**config.mk**
```make
export PLATFORM = sky130hd
export DESIGN_NAME = rv32i_integer_execute_unit_flat
export DESIGN_NICKNAME = d
export VERILOG_FILES = /design/src/hdl/rv32ie_pkg.sv /design/src/hdl/rv32ie_in_if.sv /design/src/hdl/rv32ie_out_if.sv /design/src/hdl/rv32i_integer_execute_unit.sv /design/src/flat_wrapper.sv
export SDC_FILE = /design/constraint.sdc
export NUM_CORES = 1
export LEC_CHECK = 0
export CORE_UTILIZATION = 60
export CTS_CLUSTER_DIAMETER = 30
export DETAILED_ROUTE_END_ITERATION = 10
export DONT_BUFFER_PORTS = 1
export HOLD_SLACK_MARGIN = 0.15
export PLACE_DENSITY_LB_ADDON = 0.12
export SETUP_SLACK_MARGIN = 0.02
export SLEW_MARGIN = 25
export SYNTH_ARGS = -nofsm -noshare
export SYNTH_HDL_FRONTEND = slang
export SYNTH_SLANG_ARGS = --single-unit
```
**constraint.sdc**
```tcl
create_clock -name clk -period 10 [get_ports clk]
set_clock_uncertainty 0.15 [all_clocks]
set_input_delay 1.5 -clock clk [delete_from_list [all_inputs] [get_ports clk]]
set_output_delay 1.5 -clock clk [all_outputs]
set_load 0.02 [all_outputs]
```
**src/hdl/rv32ie_pkg.sv**
```systemverilog
`default_nettype none

package rv32ie_pkg;

	// Major opcodes
	localparam logic [6:0] OPC_LUI    = 7'h37;
	localparam logic [6:0] OPC_AUIPC  = 7'h17;
	localparam logic [6:0] OPC_JAL    = 7'h6F;
	localparam logic [6:0] OPC_JALR   = 7'h67;
	localparam logic [6:0] OPC_BRANCH = 7'h63;
	localparam logic [6:0] OPC_LOAD   = 7'h03;
	localparam logic [6:0] OPC_STORE  = 7'h23;
	localparam logic [6:0] OPC_OPIMM  = 7'h13;
	localparam logic [6:0] OPC_OP     = 7'h33;

	// funct7 codes
	localparam logic [6:0] F7_BASE = 7'h00;
	localparam logic [6:0] F7_ALT  = 7'h20;

	// funct3 codes
	localparam logic [2:0] F3_ADD  = 3'd0;
	localparam logic [2:0] F3_SLL  = 3'd1;
	localparam logic [2:0] F3_SLT  = 3'd2;
	localparam logic [2:0] F3_SLTU = 3'd3;
	localparam logic [2:0] F3_XOR  = 3'd4;
	localparam logic [2:0] F3_SR   = 3'd5;
	localparam logic [2:0] F3_OR   = 3'd6;
	localparam logic [2:0] F3_AND  = 3'd7;

	localparam logic [2:0] F3_BEQ  = 3'd0;
	localparam logic [2:0] F3_BNE  = 3'd1;
	localparam logic [2:0] F3_BLT  = 3'd4;
	localparam logic [2:0] F3_BGE  = 3'd5;
	localparam logic [2:0] F3_BLTU = 3'd6;
	localparam logic [2:0] F3_BGEU = 3'd7;

	localparam logic [2:0] F3_B    = 3'd0;
	localparam logic [2:0] F3_H    = 3'd1;
	localparam logic [2:0] F3_W    = 3'd2;
	localparam logic [2:0] F3_BU   = 3'd4;
	localparam logic [2:0] F3_HU   = 3'd5;

	// Memory request codes
	localparam logic [3:0] MOP_NONE = 4'd0;
	localparam logic [3:0] MOP_LB   = 4'd1;
	localparam logic [3:0] MOP_LH   = 4'd2;
	localparam logic [3:0] MOP_LW   = 4'd3;
	localparam logic [3:0] MOP_LBU  = 4'd4;
	localparam logic [3:0] MOP_LHU  = 4'd5;
	localparam logic [3:0] MOP_SB   = 4'd6;
	localparam logic [3:0] MOP_SH   = 4'd7;
	localparam logic [3:0] MOP_SW   = 4'd8;

	// Instruction class after decode
	typedef enum logic [3:0] {
		CLS_LUI,
		CLS_AUIPC,
		CLS_JAL,
		CLS_JALR,
		CLS_BRANCH,
		CLS_LOAD,
		CLS_STORE,
		CLS_ALU,
		CLS_ILLEGAL
	} cls_t;

endpackage

`default_nettype wire

```
**src/hdl/rv32ie_in_if.sv**
```systemverilog
`default_nettype none

// Instruction word channel
interface rv32ie_in_if;
	logic        valid;
	logic        ready;
	logic [31:0] instr_word;
	logic [31:0] cur_pc;
	logic [31:0] src1_value;
	logic [31:0] src2_value;

	modport source (output valid, output instr_word, output cur_pc,
		output src1_value, output src2_value, input ready);
	modport sink (input valid, input instr_word, input cur_pc,
		input src1_value, input src2_value, output ready);
endinterface

`default_nettype wire

```
**src/hdl/rv32ie_out_if.sv**
```systemverilog
`default_nettype none

// Execute result channel
interface rv32ie_out_if;
	logic        valid;
	logic        ready;
	logic [4:0]  dest_index;
	logic        dest_write;
	logic [31:0] dest_value;
	logic [31:0] next_pc;
	logic [3:0]  mem_op;
	logic [31:0] mem_address;
	logic [31:0] mem_write_data;
	logic        illegal;

	modport source (output valid, output dest_index, output dest_write,
		output dest_value, output next_pc, output mem_op, output mem_address,
		output mem_write_data, output illegal, input ready);
	modport sink (input valid, input dest_index, input dest_write,
		input dest_value, input next_pc, input mem_op, input mem_address,
		input mem_write_data, input illegal, output ready);
endinterface

`default_nettype wire

```
**src/hdl/rv32i_integer_execute_unit.sv**
```systemverilog
// RV32I execute unit: decode, execute and result stages.
// An accepted word passes the decode, execute and result stage registers in turn.
// Throughput: one word per cycle while the output is not stalled.
// The third stage register is the output. A waiting result holds that stage, and an
// earlier stage stalls only once every stage after it is full. Reset clears the stage
// valid bits only; the pipeline starts empty.
`default_nettype none

module rv32i_integer_execute_unit
	import rv32ie_pkg::*;
(
	input  wire logic    clk,
	input  wire logic    arst_n,
	rv32ie_in_if.sink    instr,
	rv32ie_out_if.source result
);

	// Stage handshake
	logic valid_s1, valid_s2, valid_s3;
	logic ready_s1, ready_s2, ready_s3;

	assign ready_s3    = !valid_s3 || result.ready;
	assign ready_s2    = !valid_s2 || ready_s3;
	assign ready_s1    = !valid_s1 || ready_s2;
	assign instr.ready = ready_s1;

	always_ff @(posedge clk or negedge arst_n) begin
		if (!arst_n) begin
			valid_s1 <= 1'b0;
			valid_s2 <= 1'b0;
			valid_s3 <= 1'b0;
		end else begin
			if (ready_s1) valid_s1 <= instr.valid;
			if (ready_s2) valid_s2 <= valid_s1;
			if (ready_s3) valid_s3 <= valid_s2;
		end
	end

	// ---------------- Stage 1: decode ----------------
	logic [31:0] iw;
	logic [6:0]  opc, f7;
	logic [2:0]  f3;
	logic [31:0] imm_i, imm_s, imm_b, imm_j, imm_u;
	cls_t        cls_d;
	logic [3:0]  mop_d;
	logic [31:0] base_d, imm_d, opb_d, wdata_d;
	logic        alt_d;

	assign iw    = instr.instr_word;
	assign opc   = iw[6:0];
	assign f3    = iw[14:12];
	assign f7    = iw[31:25];
	assign imm_i = {{20{iw[31]}}, iw[31:20]};
	assign imm_s = {{20{iw[31]}}, iw[31:25], iw[11:7]};
	assign imm_b = {{19{iw[31]}}, iw[31], iw[7], iw[30:25], iw[11:8], 1'b0};
	assign imm_j = {{11{iw[31]}}, iw[31], iw[19:12], iw[20], iw[30:21], 1'b0};
	assign imm_u = {iw[31:12], 12'h000};

	always_comb begin
		cls_d   = CLS_ILLEGAL;
		mop_d   = MOP_NONE;
		base_d  = '0;
		imm_d   = '0;
		opb_d   = instr.src2_value;
		wdata_d = '0;
		alt_d   = 1'b0;
		unique case (opc)
			OPC_LUI: begin
				cls_d = CLS_LUI;
				imm_d = imm_u;
			end
			OPC_AUIPC: begin
				cls_d  = CLS_AUIPC;
				base_d = instr.cur_pc;
				imm_d  = imm_u;
			end
			OPC_JAL: begin
				cls_d  = CLS_JAL;
				base_d = instr.cur_pc;
				imm_d  = imm_j;
			end
			OPC_JALR: begin
				if (f3 == F3_ADD) cls_d = CLS_JALR;
				base_d = instr.src1_value;
				imm_d  = imm_i;
			end
			OPC_BRANCH: begin
				if (f3 != F3_SLT && f3 != F3_SLTU) cls_d = CLS_BRANCH;
				base_d = instr.cur_pc;
				imm_d  = imm_b;
			end
			OPC_LOAD: begin
				cls_d  = CLS_LOAD;
				base_d = instr.src1_value;
				imm_d  = imm_i;
				unique case (f3)
					F3_B:    mop_d = MOP_LB;
					F3_H:    mop_d = MOP_LH;
					F3_W:    mop_d = MOP_LW;
					F3_BU:   mop_d = MOP_LBU;
					F3_HU:   mop_d = MOP_LHU;
					default: cls_d = CLS_ILLEGAL;
				endcase
			end
			OPC_STORE: begin
				cls_d  = CLS_STORE;
				base_d = instr.src1_value;
				imm_d  = imm_s;
				unique case (f3)
					F3_B: begin
						mop_d   = MOP_SB;
						wdata_d = {24'h0, instr.src2_value[7:0]};
					end
					F3_H: begin
						mop_d   = MOP_SH;
						wdata_d = {16'h0, instr.src2_value[15:0]};
					end
					F3_W: begin
						mop_d   = MOP_SW;
						wdata_d = instr.src2_value;
					end
					default: cls_d = CLS_ILLEGAL;
				endcase
			end
			OPC_OPIMM: begin
				opb_d = imm_i;
				// shift immediates need a clear upper field; SRAI is not supported
				if ((f3 != F3_SLL && f3 != F3_SR) || f7 == F7_BASE) cls_d = CLS_ALU;
			end
			OPC_OP: begin
				if (f7 == F7_BASE) begin
					cls_d = CLS_ALU;
				end else if (f7 == F7_ALT && (f3 == F3_ADD || f3 == F3_SR)) begin
					cls_d = CLS_ALU;
					alt_d = 1'b1;
				end
			end
			default: cls_d = CLS_ILLEGAL;
		endcase
	end

	cls_t        cls_s1;
	logic [2:0]  f3_s1;
	logic        alt_s1;
	logic [4:0]  rd_s1;
	logic [31:0] a_s1, b_s1, opb_s1, pc_s1, base_s1, imm_s1, wdata_s1;
	logic [3:0]  mop_s1;

	always_ff @(posedge clk) begin
		if (ready_s1 && instr.valid) begin
			cls_s1   <= cls_d;
			f3_s1    <= f3;
			alt_s1   <= alt_d;
			rd_s1    <= iw[11:7];
			a_s1     <= instr.src1_value;
			b_s1     <= instr.src2_value;
			opb_s1   <= opb_d;
			pc_s1    <= instr.cur_pc;
			base_s1  <= base_d;
			imm_s1   <= imm_d;
			mop_s1   <= mop_d;
			wdata_s1 <= wdata_d;
		end
	end

	// ---------------- Stage 2: execute ----------------
	logic [4:0]  shamt;
	logic [31:0] alu_x;
	logic        take_x;

	assign shamt = opb_s1[4:0];

	always_comb begin
		unique case (f3_s1)
			F3_ADD:  alu_x = alt_s1 ? a_s1 - opb_s1 : a_s1 + opb_s1;
			F3_SLL:  alu_x = a_s1 << shamt;
			F3_SLT:  alu_x = {31'h0, $signed(a_s1) < $signed(opb_s1)};
			F3_SLTU: alu_x = {31'h0, a_s1 < opb_s1};
			F3_XOR:  alu_x = a_s1 ^ opb_s1;
			F3_SR:   alu_x = alt_s1 ? 32'($signed(a_s1) >>> shamt) : a_s1 >> shamt;
			F3_OR:   alu_x = a_s1 | opb_s1;
			F3_AND:  alu_x = a_s1 & opb_s1;
			default: alu_x = '0;
		endcase
	end

	// Branch condition
	always_comb begin
		unique case (f3_s1)
			F3_BEQ:  take_x = a_s1 == b_s1;
			F3_BNE:  take_x = a_s1 != b_s1;
			F3_BLT:  take_x = $signed(a_s1) < $signed(b_s1);
			F3_BGE:  take_x = !($signed(a_s1) < $signed(b_s1));
			F3_BLTU: take_x = a_s1 < b_s1;
			F3_BGEU: take_x = !(a_s1 < b_s1);
			default: take_x = 1'b0;
		endcase
	end

	cls_t        cls_s2;
	logic [4:0]  rd_s2;
	logic [31:0] alu_s2, sum_s2, seq_s2, wdata_s2;
	logic        take_s2;
	logic [3:0]  mop_s2;

	always_ff @(posedge clk) begin
		if (ready_s2 && valid_s1) begin
			cls_s2   <= cls_s1;
			rd_s2    <= rd_s1;
			alu_s2   <= alu_x;
			sum_s2   <= base_s1 + imm_s1;
			seq_s2   <= pc_s1 + 32'd4;
			take_s2  <= take_x;
			mop_s2   <= mop_s1;
			wdata_s2 <= wdata_s1;
		end
	end

	// ---------------- Stage 3: result select ----------------
	logic        wr_x;
	logic [31:0] val_x, next_x, addr_x, wd_x;
	logic [3:0]  mop_x;

	always_comb begin
		wr_x   = 1'b0;
		val_x  = '0;
		next_x = seq_s2;
		addr_x = '0;
		wd_x   = '0;
		mop_x  = MOP_NONE;
		unique case (cls_s2)
			CLS_LUI, CLS_AUIPC: begin
				wr_x  = 1'b1;
				val_x = sum_s2;
			end
			CLS_JAL: begin
				wr_x   = 1'b1;
				val_x  = seq_s2;
				next_x = sum_s2;
			end
			CLS_JALR: begin
				wr_x   = 1'b1;
				val_x  = seq_s2;
				next_x = {sum_s2[31:1], 1'b0};
			end
			CLS_BRANCH: begin
				if (take_s2) next_x = sum_s2;
			end
			CLS_LOAD: begin
				mop_x  = mop_s2;
				addr_x = sum_s2;
			end
			CLS_STORE: begin
				mop_x  = mop_s2;
				addr_x = sum_s2;
				wd_x   = wdata_s2;
			end
			CLS_ALU: begin
				wr_x  = 1'b1;
				val_x = alu_s2;
			end
			default: begin
				wr_x = 1'b0;
			end
		endcase
		// x0 is never written
		if (rd_s2 == 5'd0) begin
			wr_x  = 1'b0;
			val_x = '0;
		end
	end

	logic [4:0]  dest_index_s3;
	logic        dest_write_s3, illegal_s3;
	logic [31:0] dest_value_s3, next_pc_s3, mem_address_s3, mem_write_data_s3;
	logic [3:0]  mem_op_s3;

	always_ff @(posedge clk) begin
		if (ready_s3 && valid_s2) begin
			dest_index_s3     <= rd_s2;
			dest_write_s3     <= wr_x;
			dest_value_s3     <= val_x;
			next_pc_s3        <= next_x;
			mem_op_s3         <= mop_x;
			mem_address_s3    <= addr_x;
			mem_write_data_s3 <= wd_x;
			illegal_s3        <= cls_s2 == CLS_ILLEGAL;
		end
	end

	assign result.valid          = valid_s3;
	assign result.dest_index     = dest_index_s3;
	assign result.dest_write     = dest_write_s3;
	assign result.dest_value     = dest_value_s3;
	assign result.next_pc        = next_pc_s3;
	assign result.mem_op         = mem_op_s3;
	assign result.mem_address    = mem_address_s3;
	assign result.mem_write_data = mem_write_data_s3;
	assign result.illegal        = illegal_s3;

`ifndef SYNTHESIS
	// Rejected encodings produce no register write and no memory request
	a_illegal_quiet: assert property (@(posedge clk) disable iff (!arst_n)
		result.valid && result.illegal |-> !result.dest_write && result.mem_op == MOP_NONE)
		else $error("illegal word carries a side effect");

	// x0 is never a write target
	a_no_x0_write: assert property (@(posedge clk) disable iff (!arst_n)
		result.valid && result.dest_write |-> result.dest_index != 5'd0)
		else $error("write to x0");

	// Full pipeline with a stalled output must refuse new words
	a_full_backpressure: assert property (@(posedge clk) disable iff (!arst_n)
		valid_s1 && valid_s2 && valid_s3 && !result.ready |-> !instr.ready)
		else $error("word accepted into a full pipeline");
`endif

endmodule

`default_nettype wire
```
**src/flat_wrapper.sv**
```systemverilog
// flat-port wrapper written by rule: the top's interface ports become plain ports
module rv32i_integer_execute_unit_flat import rv32ie_pkg::*;
  (clk, arst_n, instr_valid, instr_instr_word, instr_cur_pc, instr_src1_value, instr_src2_value, instr_ready, result_valid, result_dest_index, result_dest_write, result_dest_value, result_next_pc, result_mem_op, result_mem_address, result_mem_write_data, result_illegal, result_ready);
  rv32ie_in_if instr_i ();
  rv32ie_out_if result_i ();
  input  wire logic clk;
  input  wire logic arst_n;
  input wire logic [$bits(instr_i.valid)-1:0] instr_valid;
  input wire logic [$bits(instr_i.instr_word)-1:0] instr_instr_word;
  input wire logic [$bits(instr_i.cur_pc)-1:0] instr_cur_pc;
  input wire logic [$bits(instr_i.src1_value)-1:0] instr_src1_value;
  input wire logic [$bits(instr_i.src2_value)-1:0] instr_src2_value;
  output wire logic [$bits(instr_i.ready)-1:0] instr_ready;
  output wire logic [$bits(result_i.valid)-1:0] result_valid;
  output wire logic [$bits(result_i.dest_index)-1:0] result_dest_index;
  output wire logic [$bits(result_i.dest_write)-1:0] result_dest_write;
  output wire logic [$bits(result_i.dest_value)-1:0] result_dest_value;
  output wire logic [$bits(result_i.next_pc)-1:0] result_next_pc;
  output wire logic [$bits(result_i.mem_op)-1:0] result_mem_op;
  output wire logic [$bits(result_i.mem_address)-1:0] result_mem_address;
  output wire logic [$bits(result_i.mem_write_data)-1:0] result_mem_write_data;
  output wire logic [$bits(result_i.illegal)-1:0] result_illegal;
  input wire logic [$bits(result_i.ready)-1:0] result_ready;
  assign instr_i.valid = instr_valid;
  assign instr_i.instr_word = instr_instr_word;
  assign instr_i.cur_pc = instr_cur_pc;
  assign instr_i.src1_value = instr_src1_value;
  assign instr_i.src2_value = instr_src2_value;
  assign instr_ready = instr_i.ready;
  assign result_valid = result_i.valid;
  assign result_dest_index = result_i.dest_index;
  assign result_dest_write = result_i.dest_write;
  assign result_dest_value = result_i.dest_value;
  assign result_next_pc = result_i.next_pc;
  assign result_mem_op = result_i.mem_op;
  assign result_mem_address = result_i.mem_address;
  assign result_mem_write_data = result_i.mem_write_data;
  assign result_illegal = result_i.illegal;
  assign result_i.ready = result_ready;
  rv32i_integer_execute_unit u_core (.clk(clk), .arst_n(arst_n), .instr(instr_i), .result(result_i));
endmodule
```
==> metrics <==
top-count cell post-synth edfxtp_1; I/O pin total 273; post-synth top area share 51.69%; Root Driver clkbuf_16; routed wire length 99,630 um; fillcell total around 3,600; DRC Markers 0; largest net degree at the start of global routing 82; Worst EP arrival 4.88 ns; Final Non-Filler Cells approximately 3,400; syn avg cell area 11.31 um^2; status completed; Crit path max-delay family compound AO/OA/AOI/OAI gates; CTS Sinks around 530; Yosys warning count 0; internal power 4.971 mW; TNS Setup 0 ns; CP max FO between 50 and 60; critical path endpoint category flop; Die H 226.8 um; Setup-failing EPs final 0; Required @ worst endpoint 10.22 ns; total die area 51,450 um^2; max incr delay on CP 0.59 ns; via count 23,290; crit share post-route 46.62%; first-pass GRT wire length 144,600 um; combinational cell fraction of total power between 10% and 20%; Antenna Violating Nets Remaining 0; CP max stage cell buf_4; vias in the first global route 22,450; Async SR Flop Fraction 0.5714%; drt via density 6.799; hold buffers post-CTS 0; GRT Overall Usage 38.68%; total power 7.044 mW; setup bufs post-CTS 0; Max Clk Rate ~210 MHz; wire per inst 29.08 um; core area 49,970 um^2; Tmin final 4.662 ns; Final Hold Vio Count 0; leakage power 13.28 nW; Pwr Density 206.3 nW/um^2; cell area after synthesis around 30,000 um^2; critical path class flop to flop; crit path buf inv count 3; Peak supply drop 215.5 uV; cell accounting for the most synthesized area edfxtp_1; Reg power frac 40.9%; share of cells above drive strength 1 12.78%; Detailed Place HPWL ~72,000 um; CP cell instances buf_4 -> inv_1 -> buf_4 -> ha_1 -> nor2b_1 -> o2111ai_2 -> a211oi_1 -> nor3_2 -> o21ai_1 -> a2111oi_2 -> nor3_1 -> or3_1 -> a31o_1; HP Class flop to flop; Mapped Cells roughly 2,700; Area contributors post-synth edfxtp_1 52%, ha_1 6.6%, mux4_2 3.3%; Inserted Clock Buffers 96; Slew Limit Fails 0; antenna cells 0; RePlAce Congestion approximately 0.98; unrepaired setup endpoints after global routing no; most common library cells after synthesis 522 x edfxtp_1, 250 x nor2_1, 161 x ha_1, 160 x o21ai_0, 158 x inv_1; grt ovf 0; post-CTS resize count 0; most used flip-flop cell after synthesis edfxtp_1; Worst slew margin ~29%; initial antenna violation count 1; register bit total from synthesis approximately 530; Post-Place Cells 3,247; area grow syn2layout 12.60%; Max Cap Viol 0; nets 2,969; Skew-Pair Late Insertion Delay 0.67 ns; CTS clk-pin slew, worst paths 0.06 ns; Port-buffer cells 0; fraction of the yosys area taken by sequential cells 51.93%; Initial DRT Pass Iterations 8; H-tree depth 3; CTS tree built; P_sw 2.072 mW; Most common cell on crit path buf_4; Post-synth EDFFs 522; Yosys cell types 93; Net Sw Frac between 20% and 30%; Initial Util roughly three fifths; CTS Buffer Depth 3; row count 82; Clock power frac between 40 and 50%; Slew @ Worst Pin between 1 and 1.5 ns; startpoint types flop; Post-Syn Nets 2,977; hold_ws between 0.2 and 0.3 ns; number of DRC markers in iteration 0 2,895; die width 226.8 um
[layout make-up]
type	instances	area, um^2	share of cell area [%]
flip-flops and latches	525	15750	46.13
multi-input cells	1843	13370	39.14
clock buffers	104	2432	7.123
well taps	672	840.8	2.462
clock inverters	75	800.8	2.345
inverters	160	600.6	1.759
repair buffers	47	356.6	1.044
[per-stage QoR]
step,setup WS (ns),area [um^2],util (%)
floorplan,1.929,30330,-
CTS,5.418,34140,68.33
detailed placement,5.479,30910,61.86
finish,5.338,34150,68.34
global route,5.115,34150,68.34
global placement,5.479,30900,61.85
[worst register-to-register path, stage by stage (launching register included)]
cell       delay [ns]
edfxtp_1         0.36
buf_4            0.34
inv_1            0.12
buf_4            0.59
ha_1             0.44
nor2b_1          0.19
o2111ai_2        0.25
a211oi_1         0.14
nor3_2           0.35
o21ai_1          0.22
a2111oi_2        0.52
nor3_1           0.12
or3_1            0.38
a31o_1           0.21
[power by group through the flow]
stage | Sequential, mW | Clock, mW | Combinational, mW
2_1_floorplan | 2.87 | 0 | 0.671
3_3_place_gp | 2.90 | 0 | 0.929
3_5_place_dp | 2.91 | 0 | 0.946
4_1_cts | 2.87 | 3.20 | 0.956
5_1_grt | 2.89 | 3.31 | 1.05
6_report | 2.88 | 3.19 | 0.979
[metal layers]
metal / vias to the layer above / wire length (um) / GRT usage, %
li1: 10110 / - / -
met2: 1478 / 45630 / 59.83
met3: 266 / 10720 / 10.37
met4: 0 / 5498 / 21.05
met5: - / 0 / 0
met1: 11430 / 37790 / 49.48
[logic make-up (layout without fill, tap and decap cells)]
group / Yosys count / after routing / share of synthesized area [%]
adder cells (fa/ha/maj): 164 / 164 / 6.840
flip-flops: 525 / 525 / 51.93
AO/OA/AOI/OAI: 710 / 710 / 15.95
XOR/XNOR: 81 / 81 / 2.339
multiplexers: 138 / 138 / 6.754
buffers and inverters: 313 / 386 / 4.196
AND/OR/NAND/NOR: 750 / 750 / 11.99
[placed cells by master (no fill, tap or decap), types with 21 or more instances in the layout]
cell / netlist / final
edfxtp_1: 522 / 522
nor2_1: 250 / 248
ha_1: 161 / 161
o21ai_0: 160 / 160
inv_1: 158 / 158
a21oi_1: 150 / 150
nand2_1: 144 / 144
and2_1: 119 / 116
clkbuf_16: 0 / 96
a21o_1: 77 / 77
xnor2_1: 57 / 57
mux2_2: 46 / 46
buf_4: 3 / 46
mux4_2: 45 / 45
nor3_1: 47 / 44
nand3_1: 43 / 43
mux2i_1: 43 / 43
a222oi_1: 42 / 42
a22o_1: 39 / 39
a211oi_1: 31 / 31
or3_1: 30 / 30
o211ai_1: 28 / 28
a31oi_1: 24 / 24
xor2_1: 24 / 24
nand4_1: 24 / 24
nand2b_1: 21 / 21
[worst paths after layout]
path / from / to / slack (ns) / cells after the start
min in group asynchronous: arst_n / u_core.result.valid / 0.38 / 0
max in group asynchronous: arst_n / u_core.valid_s1 / 9.25 / 0
hold / removal: u_core.wdata_s1[27] / u_core.wdata_s2[27] / 0.27 / 0
hold reg to reg: u_core.wdata_s1[27] / u_core.wdata_s2[27] / 0.27 / 0
setup reg to reg: u_core.opb_s1[2] / u_core.alu_s2[26] / 5.34 / 13
setup / recovery: u_core.opb_s1[2] / u_core.alu_s2[26] / 5.34 / 13
Power figures use the tool's default switching activity.
